==> config.mk <==
export PLATFORM = sky130hd
export DESIGN_NAME = frame_segment_packetizer
export DESIGN_NICKNAME = d
export VERILOG_FILES = /design/src/hw/rtl/fsp_pkg.sv /design/src/hw/rtl/fsp_front.sv /design/src/hw/rtl/fsp_cmd_queue.sv /design/src/hw/rtl/fsp_back.sv /design/src/hw/rtl/frame_segment_packetizer.sv
export SDC_FILE = /design/constraint.sdc
export NUM_CORES = 1
export LEC_CHECK = 0
export BUFFER_PORTS_ARGS = -buffer_cell sky130_fd_sc_hd__buf_2
export CORE_ASPECT_RATIO = 0.7
export CORE_UTILIZATION = 60
export CTS_CLUSTER_DIAMETER = 120
export CTS_CLUSTER_SIZE = 24
export DETAILED_ROUTE_END_ITERATION = 10
export GPL_TIMING_DRIVEN = 0
export PLACE_DENSITY = 0.86
export SYNTH_ARGS = -nofsm -noshare
export SYNTH_HDL_FRONTEND = slang
export SYNTH_SLANG_ARGS = --single-unit
export TNS_END_PERCENT = 1
==> constraint.sdc <==
create_clock -name clk -period 7.4 [get_ports clk]
set_clock_uncertainty 0.15 [all_clocks]
set_input_delay 1.48 -clock clk [delete_from_list [all_inputs] [get_ports clk]]
set_output_delay 1.48 -clock clk [all_outputs]
set_load 0.02 [all_outputs]
==> src/hw/rtl/fsp_pkg.sv <==
// fsp_pkg: shared types and constants of the frame segment packetizer
// segment geometry, command and result records, status codes
// no dependencies
`timescale 1ns / 1ps

package fsp_pkg;

  // segment geometry
  localparam int HEAD_BYTES    = 64;
  localparam int BODY_BYTES    = 8192;
  localparam int BODY_SEGMENTS = 16;
  localparam int FRAME_BYTES   = HEAD_BYTES + BODY_SEGMENTS * BODY_BYTES;

  // byte position saturates at frame size + 1
  localparam int POS_W    = $clog2(FRAME_BYTES + 2);
  localparam int SEG_MAX  = (HEAD_BYTES > BODY_BYTES) ? HEAD_BYTES : BODY_BYTES;
  localparam int OFF_W    = $clog2(SEG_MAX);

  // module id sits in frame bytes 6 and 7
  localparam int ID_POS   = 7;
  localparam int EARLY_N  = 8;
  localparam int HDR_N    = 4;
  localparam int RESET_MAX_MODULE = 15;

  // result counts per command kind
  localparam int EARLY_RESULTS = HDR_N + EARLY_N;
  localparam int HDR_RESULTS   = HDR_N + 1;

  // queue depths
  localparam int CMDQ_DEPTH = 4;
  localparam int CMDQ_AW    = $clog2(CMDQ_DEPTH);
  localparam int OUTQ_DEPTH = 2;
  localparam int OUTQ_AW    = $clog2(OUTQ_DEPTH);

  // header byte order
  localparam logic [1:0] HB_MODULE = 2'd0;
  localparam logic [1:0] HB_FNUM_H = 2'd1;
  localparam logic [1:0] HB_FNUM_L = 2'd2;
  localparam logic [1:0] HB_SEG    = 2'd3;

  // frame status codes
  localparam logic [1:0] ST_OK     = 2'd0;
  localparam logic [1:0] ST_LENGTH = 2'd1;
  localparam logic [1:0] ST_RANGE  = 2'd2;

  // one classified input byte, handed from front to back
  typedef struct packed {
    logic                   has_early;
    logic                   has_hdr;
    logic                   has_byte;
    logic                   has_status;
    logic [1:0]             code;
    logic                   de;
    logic [7:0]             data;
    logic [8*EARLY_N-1:0]   early;
    logic [7:0]             mod_id;
    logic [15:0]            fnum;
    logic [7:0]             seg;
  } cmd_t;

  // one result item
  typedef struct packed {
    logic [7:0] data;
    logic       is_status;
    logic       dgram_end;
    logic [1:0] code;
    logic       run_last;
  } result_t;

endpackage

==> src/hw/rtl/fsp_front.sv <==
// fsp_front: accepts frame bytes, tracks frame position and module id,
// and turns accepted bytes into commands for the back end, at most one per byte
// depends on fsp_pkg
`timescale 1ns / 1ps

module fsp_front (
  input  logic          clk,
  input  logic          rst,
  input  logic          push,
  output logic          full,
  input  logic [7:0]    frame_byte,
  input  logic          frame_end,
  input  logic          cfg_valid,
  output logic          cfg_ready,
  input  logic [7:0]    cfg_data,
  input  logic          cmdq_full,
  output logic          cmd_push,
  output fsp_pkg::cmd_t cmd
);

  logic [fsp_pkg::POS_W-1:0] byte_position;
  logic [fsp_pkg::OFF_W-1:0] seg_off;
  logic [7:0]                segment_number;
  logic [15:0]               frame_number;
  logic [7:0]                current_module;
  logic                      dropping;
  logic [7:0]                max_module;
  logic [7:0]                early_bytes [fsp_pkg::ID_POS];

  logic                      accept;
  logic                      in_head;
  logic                      in_frame;
  logic                      at_id;
  logic                      past_id;
  logic                      seg_last;
  logic                      body_start;
  logic [15:0]               id;
  logic                      id_bad;
  logic                      drop_now;
  logic                      emit_early;
  logic                      emit_body;
  logic [7:0]                seg_inc;
  logic [1:0]                code;

  assign full      = cmdq_full;
  assign cfg_ready = 1'b1;
  assign accept    = push && !cmdq_full;

  // position classification
  assign in_head  = byte_position < fsp_pkg::POS_W'(fsp_pkg::HEAD_BYTES);
  assign in_frame = byte_position < fsp_pkg::POS_W'(fsp_pkg::FRAME_BYTES);
  assign at_id    = byte_position == fsp_pkg::POS_W'(fsp_pkg::ID_POS);
  assign past_id  = byte_position > fsp_pkg::POS_W'(fsp_pkg::ID_POS);
  assign seg_last = in_head ? (seg_off == fsp_pkg::OFF_W'(fsp_pkg::HEAD_BYTES - 1))
                            : (seg_off == fsp_pkg::OFF_W'(fsp_pkg::BODY_BYTES - 1));
  assign body_start = !in_head && in_frame && (seg_off == '0);
  assign seg_inc    = segment_number + 8'd1;

  // module id check
  assign id       = {early_bytes[fsp_pkg::ID_POS-1], frame_byte};
  assign id_bad   = id > {8'h00, max_module};
  assign drop_now = dropping || (at_id && id_bad);

  assign emit_early = !dropping && at_id && !id_bad;
  assign emit_body  = !dropping && past_id && in_frame;

  // frame status
  always_comb begin
    if (drop_now) begin
      code = fsp_pkg::ST_RANGE;
    end else if (byte_position != fsp_pkg::POS_W'(fsp_pkg::FRAME_BYTES - 1)) begin
      code = fsp_pkg::ST_LENGTH;
    end else begin
      code = fsp_pkg::ST_OK;
    end
  end

  // command build
  always_comb begin
    cmd.has_early  = emit_early;
    cmd.has_hdr    = emit_body && body_start;
    cmd.has_byte   = emit_body;
    cmd.has_status = frame_end;
    cmd.code       = code;
    cmd.de         = seg_last || frame_end;
    cmd.data       = frame_byte;
    cmd.early      = {frame_byte, early_bytes[6], early_bytes[5], early_bytes[4],
                      early_bytes[3], early_bytes[2], early_bytes[1], early_bytes[0]};
    cmd.mod_id     = emit_early ? id[7:0] : current_module;
    cmd.fnum       = frame_number;
    cmd.seg        = emit_early ? 8'd0 : (body_start ? seg_inc : segment_number);
  end

  assign cmd_push = accept && (emit_early || emit_body || frame_end);

  // first bytes held until the id is known
  always_ff @(posedge clk) begin
    if (accept && !dropping && (byte_position < fsp_pkg::POS_W'(fsp_pkg::ID_POS))) begin
      early_bytes[byte_position[2:0]] <= frame_byte;
    end
  end

  // configuration register
  always_ff @(posedge clk) begin
    if (rst) begin
      max_module <= 8'(fsp_pkg::RESET_MAX_MODULE);
    end else if (cfg_valid && cfg_ready) begin
      max_module <= cfg_data;
    end
  end

  // frame tracking state
  always_ff @(posedge clk) begin
    if (rst) begin
      byte_position  <= '0;
      seg_off        <= '0;
      segment_number <= '0;
      frame_number   <= '0;
      current_module <= '0;
      dropping       <= 1'b0;
    end else if (accept) begin
      if (emit_early) begin
        current_module <= id[7:0];
      end
      if (frame_end) begin
        byte_position  <= '0;
        seg_off        <= '0;
        segment_number <= '0;
        dropping       <= 1'b0;
        if (!drop_now && (at_id || past_id)) begin
          frame_number <= frame_number + 16'd1;
        end
      end else begin
        if (byte_position <= fsp_pkg::POS_W'(fsp_pkg::FRAME_BYTES)) begin
          byte_position <= byte_position + fsp_pkg::POS_W'(1);
        end
        if (in_frame) begin
          seg_off <= seg_last ? '0 : seg_off + fsp_pkg::OFF_W'(1);
        end
        if (emit_early) begin
          segment_number <= 8'd0;
        end else if (body_start) begin
          segment_number <= seg_inc;
        end
        if (drop_now) begin
          dropping <= 1'b1;
        end
      end
    end
  end

endmodule

==> src/hw/rtl/fsp_cmd_queue.sv <==
// fsp_cmd_queue: short command queue between front and back end
// depends on fsp_pkg
`timescale 1ns / 1ps

module fsp_cmd_queue (
  input  logic          clk,
  input  logic          rst,
  input  logic          wr_en,
  input  fsp_pkg::cmd_t wr_cmd,
  output logic          q_full,
  input  logic          rd_en,
  output fsp_pkg::cmd_t rd_cmd,
  output logic          q_empty
);

  fsp_pkg::cmd_t               entries [fsp_pkg::CMDQ_DEPTH];
  logic [fsp_pkg::CMDQ_AW-1:0] wr_ptr;
  logic [fsp_pkg::CMDQ_AW-1:0] rd_ptr;
  logic [fsp_pkg::CMDQ_AW:0]   count;
  logic                        do_wr;
  logic                        do_rd;

  assign q_full  = count == (fsp_pkg::CMDQ_AW+1)'(fsp_pkg::CMDQ_DEPTH);
  assign q_empty = count == '0;
  assign do_wr   = wr_en && !q_full;
  assign do_rd   = rd_en && !q_empty;
  assign rd_cmd  = entries[rd_ptr];

  // storage
  always_ff @(posedge clk) begin
    if (do_wr) begin
      entries[wr_ptr] <= wr_cmd;
    end
  end

  // pointers and fill level
  always_ff @(posedge clk) begin
    if (rst) begin
      wr_ptr <= '0;
      rd_ptr <= '0;
      count  <= '0;
    end else begin
      if (do_wr) begin
        wr_ptr <= wr_ptr + fsp_pkg::CMDQ_AW'(1);
      end
      if (do_rd) begin
        rd_ptr <= rd_ptr + fsp_pkg::CMDQ_AW'(1);
      end
      if (do_wr && !do_rd) begin
        count <= count + (fsp_pkg::CMDQ_AW+1)'(1);
      end else if (do_rd && !do_wr) begin
        count <= count - (fsp_pkg::CMDQ_AW+1)'(1);
      end
    end
  end

endmodule

==> src/hw/rtl/fsp_back.sv <==
// fsp_back: expands each command into header, payload and status results
// and holds them in a small output queue
// depends on fsp_pkg
`timescale 1ns / 1ps

module fsp_back (
  input  logic          clk,
  input  logic          rst,
  input  fsp_pkg::cmd_t cmd,
  input  logic          cmd_empty,
  output logic          cmd_pop,
  output logic          empty,
  input  logic          pop,
  output logic [7:0]    out_byte,
  output logic          is_status,
  output logic          dgram_end,
  output logic [1:0]    status_code,
  output logic          run_last
);

  logic [3:0]                  step;
  logic [3:0]                  total;
  logic                        last;
  logic                        produce;
  logic                        hdr_phase;
  logic                        early_phase;
  logic                        byte_phase;
  logic [3:0]                  early_off;
  logic [2:0]                  early_idx;
  logic [7:0]                  hdr_byte;
  fsp_pkg::result_t            res;

  fsp_pkg::result_t            oq [fsp_pkg::OUTQ_DEPTH];
  logic [fsp_pkg::OUTQ_AW-1:0] oq_wptr;
  logic [fsp_pkg::OUTQ_AW-1:0] oq_rptr;
  logic [fsp_pkg::OUTQ_AW:0]   oq_count;
  logic                        oq_room;
  logic                        oq_pop;

  // number of results for this command
  always_comb begin
    if (cmd.has_early) begin
      total = 4'(fsp_pkg::EARLY_RESULTS);
    end else if (cmd.has_hdr) begin
      total = 4'(fsp_pkg::HDR_RESULTS);
    end else if (cmd.has_byte) begin
      total = 4'd1;
    end else begin
      total = 4'd0;
    end
    total = total + 4'(cmd.has_status);
  end

  assign last    = step == (total - 4'd1);
  assign oq_room = oq_count != (fsp_pkg::OUTQ_AW+1)'(fsp_pkg::OUTQ_DEPTH);
  assign produce = !cmd_empty && oq_room;
  assign cmd_pop = produce && last;

  // phase decode
  assign hdr_phase   = (cmd.has_early || cmd.has_hdr) && (step < 4'(fsp_pkg::HDR_N));
  assign early_phase = cmd.has_early && !hdr_phase
                       && (step < 4'(fsp_pkg::EARLY_RESULTS));
  assign byte_phase  = cmd.has_byte && (cmd.has_hdr ? (step == 4'(fsp_pkg::HDR_N))
                                                    : (step == 4'd0));
  assign early_off   = step - 4'(fsp_pkg::HDR_N);
  assign early_idx   = early_off[2:0];

  // header byte select
  always_comb begin
    case (step[1:0])
      fsp_pkg::HB_MODULE: hdr_byte = cmd.mod_id;
      fsp_pkg::HB_FNUM_H: hdr_byte = cmd.fnum[15:8];
      fsp_pkg::HB_FNUM_L: hdr_byte = cmd.fnum[7:0];
      fsp_pkg::HB_SEG:    hdr_byte = cmd.seg;
      default:            hdr_byte = cmd.seg;
    endcase
  end

  // result of the current step
  always_comb begin
    res.data      = 8'd0;
    res.is_status = 1'b0;
    res.dgram_end = 1'b0;
    res.code      = fsp_pkg::ST_OK;
    res.run_last  = last;
    if (hdr_phase) begin
      res.data = hdr_byte;
    end else if (early_phase) begin
      res.data      = cmd.early[8*early_idx +: 8];
      res.dgram_end = cmd.de && (step == 4'(fsp_pkg::EARLY_RESULTS - 1));
    end else if (byte_phase) begin
      res.data      = cmd.data;
      res.dgram_end = cmd.de;
    end else begin
      res.is_status = 1'b1;
      res.code      = cmd.code;
    end
  end

  // step counter
  always_ff @(posedge clk) begin
    if (rst) begin
      step <= '0;
    end else if (produce) begin
      step <= last ? 4'd0 : step + 4'd1;
    end
  end

  // output queue
  assign empty       = oq_count == '0;
  assign oq_pop      = pop && !empty;
  assign out_byte    = oq[oq_rptr].data;
  assign is_status   = oq[oq_rptr].is_status;
  assign dgram_end   = oq[oq_rptr].dgram_end;
  assign status_code = oq[oq_rptr].code;
  assign run_last    = oq[oq_rptr].run_last;

  always_ff @(posedge clk) begin
    if (produce) begin
      oq[oq_wptr] <= res;
    end
  end

  always_ff @(posedge clk) begin
    if (rst) begin
      oq_wptr  <= '0;
      oq_rptr  <= '0;
      oq_count <= '0;
    end else begin
      if (produce) begin
        oq_wptr <= oq_wptr + fsp_pkg::OUTQ_AW'(1);
      end
      if (oq_pop) begin
        oq_rptr <= oq_rptr + fsp_pkg::OUTQ_AW'(1);
      end
      if (produce && !oq_pop) begin
        oq_count <= oq_count + (fsp_pkg::OUTQ_AW+1)'(1);
      end else if (oq_pop && !produce) begin
        oq_count <= oq_count - (fsp_pkg::OUTQ_AW+1)'(1);
      end
    end
  end

endmodule

==> src/hw/rtl/frame_segment_packetizer.sv <==
// frame_segment_packetizer: top level of the frame packetizer
// depends on fsp_pkg, fsp_front, fsp_cmd_queue, fsp_back
`timescale 1ns / 1ps

// Usage
// Frame bytes enter on a queue-style port: a transfer happens when push is
// high and full is low; frame_end marks the last byte of a frame. Results
// leave on a queue-style port: the oldest result is shown while empty is low
// and is taken when pop is high. Each result is a datagram byte (4-byte
// header of module id, frame number high, frame number low, segment number,
// then payload) or a frame status at the end of every frame.
// max_module is written on the cfg channel, cfg_ready is always high;
// the user must write it only while the block is idle; it is not enforced.
// The first result of a byte is registered in the command queue, then in
// the output queue. Throughput: one result per cycle out of the back end
// sequencer while the output queue has room; a plain payload byte gives one
// result, a segment start five, byte 7 of a frame twelve, and a frame end
// one more for the status. Input: one byte per cycle while full is low.
// A 4-entry command queue decouples the input from the sequencer, so a
// stalled receiver fills the queues and then raises full.
// Reset clears positions, frame number and queues; max_module returns to 15.

module frame_segment_packetizer (
  input  logic       clk,
  input  logic       rst,
  input  logic       push,
  output logic       full,
  input  logic [7:0] frame_byte,
  input  logic       frame_end,
  input  logic       cfg_valid,
  output logic       cfg_ready,
  input  logic [7:0] cfg_data,
  output logic       empty,
  input  logic       pop,
  output logic [7:0] out_byte,
  output logic       is_status,
  output logic       dgram_end,
  output logic [1:0] status_code,
  output logic       run_last
);

  fsp_pkg::cmd_t front_cmd;
  fsp_pkg::cmd_t head_cmd;
  logic          cmd_push;
  logic          cmdq_full;
  logic          cmdq_empty;
  logic          cmd_pop;

  // input classification
  fsp_front u_front (
    .clk        (clk),
    .rst        (rst),
    .push       (push),
    .full       (full),
    .frame_byte (frame_byte),
    .frame_end  (frame_end),
    .cfg_valid  (cfg_valid),
    .cfg_ready  (cfg_ready),
    .cfg_data   (cfg_data),
    .cmdq_full  (cmdq_full),
    .cmd_push   (cmd_push),
    .cmd        (front_cmd)
  );

  // decoupling queue
  fsp_cmd_queue u_cmd_queue (
    .clk     (clk),
    .rst     (rst),
    .wr_en   (cmd_push),
    .wr_cmd  (front_cmd),
    .q_full  (cmdq_full),
    .rd_en   (cmd_pop),
    .rd_cmd  (head_cmd),
    .q_empty (cmdq_empty)
  );

  // result sequencing
  fsp_back u_back (
    .clk         (clk),
    .rst         (rst),
    .cmd         (head_cmd),
    .cmd_empty   (cmdq_empty),
    .cmd_pop     (cmd_pop),
    .empty       (empty),
    .pop         (pop),
    .out_byte    (out_byte),
    .is_status   (is_status),
    .dgram_end   (dgram_end),
    .status_code (status_code),
    .run_last    (run_last)
  );

endmodule
Yosys cells after proc, flatten, opt, wreduce, memory -nomap -nowiden. Memories as Yosys holds them, arrays and structs flattened. A register that Yosys moved wholly into a read port is not among the register bits. Index checks and enable logic that the tools add are counted.

Memories kept: 3. Register bits: 87. Output and inout bits: 16. Input port bits: 22. RAM bits: 526.

Memory list: u_cmd_queue.entries (depth 4, bits a word 111, rd ports 1, clocked after Yosys merged registers in 1, wr ports 1, RTL line fsp_cmd_queue.sv:16) `fsp_pkg::cmd_t entries [fsp_pkg::CMDQ_DEPTH];`; u_front.early_bytes (depth 7, bits a word 8, rd ports 7, clocked after Yosys merged registers in 0, wr ports 1, RTL line fsp_front.sv:28) `logic [7:0] early_bytes [fsp_pkg::ID_POS];`; u_back.oq (depth 2, bits a word 13, rd ports 1, clocked after Yosys merged registers in 1, wr ports 1, RTL line fsp_back.sv:33) `fsp_pkg::result_t oq [fsp_pkg::OUTQ_DEPTH];`.

Muxes and demuxes: 44. Eq/ne operators: 12. Shifts and indexed selects: 1. Add/sub/neg operators: 16. Order comparisons: 8. Reductions and logical operators: 59.

Operators by type and width (count): variable part select 64 x 7 -> 8 bit (1); 2-to-1 mux 8 bit (7); 2-to-1 mux 13 bit (3); 2-to-1 mux 18 bit (2); case mux 8 bit (4 select lines) (1); logical AND 1 bit (27); adder 18 x 1 -> 18 bit, second input constant (1); equality test 18 x 3 -> 1 bit, second input constant (1); > comparator 18 x 3 -> 1 bit, second input constant (1); less-or-equal comparator 18 bit, second input constant (1); < comparator 18 bit, second input constant (1); < comparator 18 x 3 -> 1 bit, second input constant (1); < comparator 18 x 7 -> 1 bit, second input constant (1); 2-to-1 mux 1 bit (18); inequality test 18 bit, second input constant (1); adder 16 x 1 -> 16 bit, second input constant (1); > comparator 16 x 8 -> 1 bit (1); 2-to-1 mux 4 bit (4); 2-to-1 mux 2 bit (7); adder 13 x 1 -> 13 bit, second input constant (1); equality test 13 bit, second input constant (1); equality test 13 x 6 -> 1 bit, second input constant (1); logical NOT 13 bit (1); logical NOT 1 bit (12); other kinds (27) (44).

Depth between registers and ports, before layout. An unclocked memory read counts as a cell.

Word-level depth: 12. Gate-level depth with buffers: 17. Gate-level depth less buffers: 13.

Cells and area by module. Synthesis repeated with hierarchy kept, for this count alone.

Cell total of the unflattened synthesis: 1426. Area total of the unflattened synthesis: 24713.7 um^2.

By module, submodules not included: fsp_cmd_queue (area each 16470.8 um^2, instances 1, seq. area each 13513.0 um^2, cells an instance 627); fsp_front (area each 5779.3 um^2, instances 1, seq. area each 3123.0 um^2, cells an instance 567); fsp_back (area each 2463.6 um^2, instances 1, seq. area each 960.9 um^2, cells an instance 232).

Least setup slack after synthesis. OpenSTA, ideal clock, no wires.

Path type: input to register. Start: input frame_byte[1]. End: memory u_cmd_queue.entries[0][0] (netlist bit) (enable). Arrival: 5.272 ns. Stages: 7. Setup slack: 1.505 ns. Data required time: 6.776 ns. Cell sequence: ha_1 nor2b_1 o211ai_1 a211oi_1 nor3_4 o31a_4 and2_1.

Longest elaborated chain between the ends: 9.

Ends and longest elaborated chain: from (decl) (RTL line frame_segment_packetizer.sv:28) `input logic [7:0] frame_byte,`; > comparator 16 x 8 -> 1 bit (RTL line fsp_front.sv:61) `assign id_bad = id > {8'h00, max_module};`; logical NOT 1 bit (RTL line fsp_front.sv:64) `assign emit_early = !dropping && at_id && !id_bad;`; logical AND 1 bit (RTL line fsp_front.sv:64); logical OR 1 bit (2 in a row) (RTL line fsp_front.sv:94) `assign cmd_push = accept && (emit_early || emit_body || frame_end);`; logical AND 1 bit (RTL line fsp_front.sv:94); logical AND 1 bit (RTL line fsp_cmd_queue.sv:25) `assign do_wr = wr_en && !q_full;`; net u_cmd_queue.do_wr (RTL line fsp_cmd_queue.sv:20) `logic do_wr;`; 2-to-1 mux 1 bit (RTL line fsp_cmd_queue.sv:31) `if (do_wr) begin`; 2-to-1 mux 1 bit (implied by the code) (RTL line fsp_cmd_queue.sv:32) `entries[wr_ptr] <= wr_cmd;`; to (decl) (RTL line fsp_cmd_queue.sv:16).

The timed path passes the listed nets, and every way through them passes these cells.

==> results <==
- The flow ran to the end, and the final reports show no timing, DRC or antenna violations.
- The worst setup path is captured at a flip-flop.
- For this design the static power due to leakage is approximately 0.0080 uW.
- The reported max-cap violation count is 0.
- The number of antenna-violating nets in the routed design is 0.
- At the worst endpoint, the required time is about 8 ns.
- Timing would allow up to roughly 180 MHz.
- The library cell with the largest summed area after synthesis is sky130_fd_sc_hd__edfxtp_1.
- The first TritonRoute pass finished after 8 iterations.
- By area the synthesized netlist is led by sky130_fd_sc_hd__edfxtp_1, sky130_fd_sc_hd__mux4_2, sky130_fd_sc_hd__dfxtp_1, sky130_fd_sc_hd__mux2_2, sky130_fd_sc_hd__nor2_1.
- Of the total synthesized cell area, the portion taken by AND, OR, NAND and NOR gates is 0.0687.
- The post-layout instance area is roughly 25000 um2.
- The post-synthesis adder-cell area fraction is 0.0153.
- Of the post-synthesis cell area, the dominant cell type holds 0.634.
- The number of DRC violations after detailed-routing iteration 0 is roughly 1800.
- The wire length of the first global-routing pass is roughly 77000 um.
- Of the total synthesized cell area, the portion taken by XOR and XNOR cells is 0.0191.
- The largest voltage drop on the vdd net is between 0.00015 and 0.0002 V.
- The dominant combinational cell family by area after synthesis is multiplexers.
- The launching element type of the critical path is a flip-flop.
- The largest net degree at the start of global routing is 55.
- Port buffering added 35 buffers.
- Of the synthesized area, sequential elements account for 0.711.
- The overall fraction of global-route tracks in use is 0.263.
- The initial utilization of the core area, before any placement, comes to 0.609.
- Of the total power, combinational logic draws 0.159.
- After detailed routing, the number of remaining DRC violations is 0.
- The maximum level of the CTS H-tree is 1.
- Once placement completed, the tool counted placed cells totaling slightly below 2000.
- Post-CTS repair changed the size of 0 cells.
- In this run the vertical extent of the chip is 167 um.
- The count of final hold-check violations is 0.
- The clock period could shrink to 5.50 ns.
- The count of nets after finishing is roughly 1500.
- The congestion estimate from routability-driven global placement came to approximately 0.86.
- The HPWL reported at the end of detailed placement is 33700 um.
- The largest fanout on the critical path is 10.
- Clock-pin slew was measured on the worst setup and hold paths at about 0.090 ns.
- The via count of the first global-routing pass is roughly 13000.
- In this run, synthesis produced a sequential element count of roughly 580.
- The cell area that synthesis handed to floorplanning was 23400 um2.
- The netlist uses 64 different library cells.
- From synthesis to final layout, the design area changed by 8.28%.
- Synthesis produced a netlist whose cell count is 1352.
- For this design the top-level I/O count stands at 38.
- The placed cell area is roughly 25000 um2.
- The number of synthesized flops with an enable pin is roughly 490.
- Yosys printed 0 warnings.
- The share of async-settable or async-resettable flops after synthesis is 0.
- The vias after detailed routing is ~13000.
- The clock network latency to the later pin of the worst-skew pair is approximately 0.60 ns.
- The share of total power dissipated in the clock network is 0.263.
- Once the clock tree was built, the setup fixing pass inserted 0 buffers.
- Dividing total power by cell area gives a power density of about 260 nW/um2.
- The fraction of power spent switching nets is 0.255.
- The initial antenna violation count is 2.
- Ranked by instance count, the synthesized netlist is headed by sky130_fd_sc_hd__edfxtp_1, sky130_fd_sc_hd__mux4_2, sky130_fd_sc_hd__nor2_1.
- The complex-gate fraction of the synthesized area is 0.0323.
- The CTS buffer count is 28.
- In this run the deepest clock path goes through 3 buffers.
- Setup repair after global routing left no endpoint under its margin.
- The slew at the pin with the worst max-slew slack is 1.43 ns.
- The fraction of layout cells with a size suffix above 1 is 0.182.
- Of the post-synthesis cell area, the part taken by muxes is 0.139.
- The total area inside the core boundary comes to roughly 38000 um2.
- The number of pins with negative max-slew slack in the final report was 0.
- The path class of the tightest hold or removal check is reg -> reg.
- The arrival time at the worst endpoint is between 5 and 6 ns.
- TritonCTS built the clock tree.
- The analysis attributes to net switching a power of around 1700 uW.
- Measured against its own limit, the worst slew margin works out to 0.0375.
- The CTS sink count is between 500 and 600.
- Setup violations remaining at the end of the flow were counted as 0.
- The worst reg-to-reg setup slack is 1.90 ns.
- For this block, the routed nets add up to approximately 50000 um of wire.
- After synthesis, the mean cell area works out to approximately 17 um2.
- Of the total power, registers draw 0.578.
- The worst setup path is of the reg -> reg kind.
- The most used flip-flop cell after synthesis is sky130_fd_sc_hd__edfxtp_1.
- Internal power comes to 4880 uW.
- Among all cell types in the netlist, the one instantiated most often is sky130_fd_sc_hd__edfxtp_1.
- The floorplan step set the die width to roughly 240 um.
- Counting every net in the synthesized netlist gives around 1400.
- After detailed routing, the number of vias per cell comes to 6.45.
- Summed over all layers, the global routing overflow is 0.
- The share of the clock period used by the worst path after layout is 0.744.
- In the final routed layout, each cell accounts on average for between 20 and 30 um.
- The number of hold buffers added after CTS was 0.
- After floorplanning, the core was divided into 60 placement rows.
- The post-route non-filler standard cell count is between 1500 and 2000.
- CTS placed an instance of sky130_fd_sc_hd__clkbuf_16 at the clock tree root.
- The die covers approximately 40000 um2.
==> registers in the layout, summed over array words and instances (netlist names), 3 cells and up, named ones only <==
register / cells
u_back.oq: 26
u_front.byte_position: 18
u_front.seg_off: 13
u_cmd_queue.count: 3
u_front.frame_number: 16
u_front.max_module: 8
u_front.current_module: 8
u_back.step: 4
u_cmd_queue.entries: 412
u_front.segment_number: 8
u_front.early_bytes: 56
==> cell usage in the layout (no fill, tap or decap), types with 4 or more instances in the layout <==
cell type	instances
sky130_fd_sc_hd__xor2_1	12
sky130_fd_sc_hd__mux2i_1	18
sky130_fd_sc_hd__buf_2	44
sky130_fd_sc_hd__and2_4	4
sky130_fd_sc_hd__and2_1	9
sky130_fd_sc_hd__mux2_2	34
sky130_fd_sc_hd__dfxtp_1	90
sky130_fd_sc_hd__a21boi_0	4
sky130_fd_sc_hd__or3_1	4
sky130_fd_sc_hd__nor4_1	14
sky130_fd_sc_hd__a21oi_1	37
sky130_fd_sc_hd__buf_16	6
sky130_fd_sc_hd__nor2b_1	28
sky130_fd_sc_hd__a31oi_1	9
sky130_fd_sc_hd__nand2b_1	6
sky130_fd_sc_hd__edfxtp_1	494
sky130_fd_sc_hd__clkbuf_1	60
sky130_fd_sc_hd__o21ai_0	19
sky130_fd_sc_hd__clkbuf_16	29
sky130_fd_sc_hd__buf_6	4
sky130_fd_sc_hd__buf_1	11
sky130_fd_sc_hd__nor2_1	94
sky130_fd_sc_hd__and3_1	12
sky130_fd_sc_hd__or4_1	4
sky130_fd_sc_hd__ha_1	27
sky130_fd_sc_hd__inv_1	26
sky130_fd_sc_hd__nand4_1	11
sky130_fd_sc_hd__nand3b_1	4
sky130_fd_sc_hd__mux4_2	119
sky130_fd_sc_hd__and4_1	4
sky130_fd_sc_hd__nor3_1	17
sky130_fd_sc_hd__o211ai_1	5
sky130_fd_sc_hd__nand3_1	21
sky130_fd_sc_hd__nand2_1	59
sky130_fd_sc_hd__a211oi_1	8
sky130_fd_sc_hd__a22o_1	8
sky130_fd_sc_hd__xnor2_1	39
sky130_fd_sc_hd__a22oi_1	6
==> critical path, stage by stage (launching register included) <==
cell,delay (ns)
sky130_fd_sc_hd__dfxtp_1,0.41
sky130_fd_sc_hd__buf_1,0.74
sky130_fd_sc_hd__clkbuf_1,0.65
sky130_fd_sc_hd__clkbuf_1,0.68
sky130_fd_sc_hd__mux4_2,0.41
sky130_fd_sc_hd__inv_1,0.07
sky130_fd_sc_hd__ha_1,0.23
sky130_fd_sc_hd__ha_1,0.22
sky130_fd_sc_hd__xnor2_1,0.17
sky130_fd_sc_hd__xnor2_1,0.16
sky130_fd_sc_hd__nand3b_1,0.23
sky130_fd_sc_hd__ha_1,0.22
sky130_fd_sc_hd__inv_1,0.06
sky130_fd_sc_hd__fa_1,0.38
sky130_fd_sc_hd__xor2_1,0.18
sky130_fd_sc_hd__or3_1,0.31
sky130_fd_sc_hd__a21oi_1,0.14
==> cell families after synthesis <==
family          count (synthesis)
buf+inv                        88
flops                         584
xor+xnor                       51
fa+ha+maj                      28
mux                           172
compound gates                115
other cells                     1
simple gates                  313
==> final cells by class <==
cell class	count	area [um2]
antenna	1	2.50
buffer	60	244
clock buffer	51	808
clock inverter	1	16.3
fill	2560	13100
inverter	28	105
multi-input combinational	680	6470
sequential	584	16600
tap	527	659
timing repair buffer	47	413
==> power by group through the flow <==
stage	registers, uW	clock network (uW)	logic, uW
after floorplan	3840	0	687
after global placement	3860	0	972
after detailed placement	3860	0	1030
after CTS	3780	1730	1040
after global routing	3800	1850	1100
final	3790	1720	1040
==> worst paths after layout <==
kind                                            start                              endpoint  cells after the start
setup reg to reg                            flip-flop     u_cmd_queue.count[2]$_SDFFE_PP0P_                     16
setup / recovery                            flip-flop     u_cmd_queue.count[2]$_SDFFE_PP0P_                     16
hold reg to reg   u_front.early_bytes[3][5]$_DFFE_PP_  u_cmd_queue.entries[0][61]$_DFFE_PP_                      0
hold / removal    u_front.early_bytes[3][5]$_DFFE_PP_  u_cmd_queue.entries[0][61]$_DFFE_PP_                      0
==> per-stage QoR <==
stage	hold WS (ns)	TNS (ns)	util	setup WS, ns	total power (uW)
2_1_floorplan	0.296	0	-	1.50	4530
3_3_place_gp	0.314	-387.49	0.631	-0.985	4830
3_5_place_dp	0.328	0	0.638	2.01	4890
4_1_cts	0.338	0	0.659	1.90	6550
5_1_grt	0.357	0	0.659	1.66	6750
6_report	0.330	0	0.660	1.90	6550
==> per-layer routing <==
layer,track usage,share of wire,vias up
li1,-,-,5424
met1,0.390,0.41,6562
met2,0.409,0.47,713
met3,0.0524,0.10,75
met4,0.0619,0.023,0
met5,0,0,-
No activity file was read; power rests on OpenSTA's default activity.
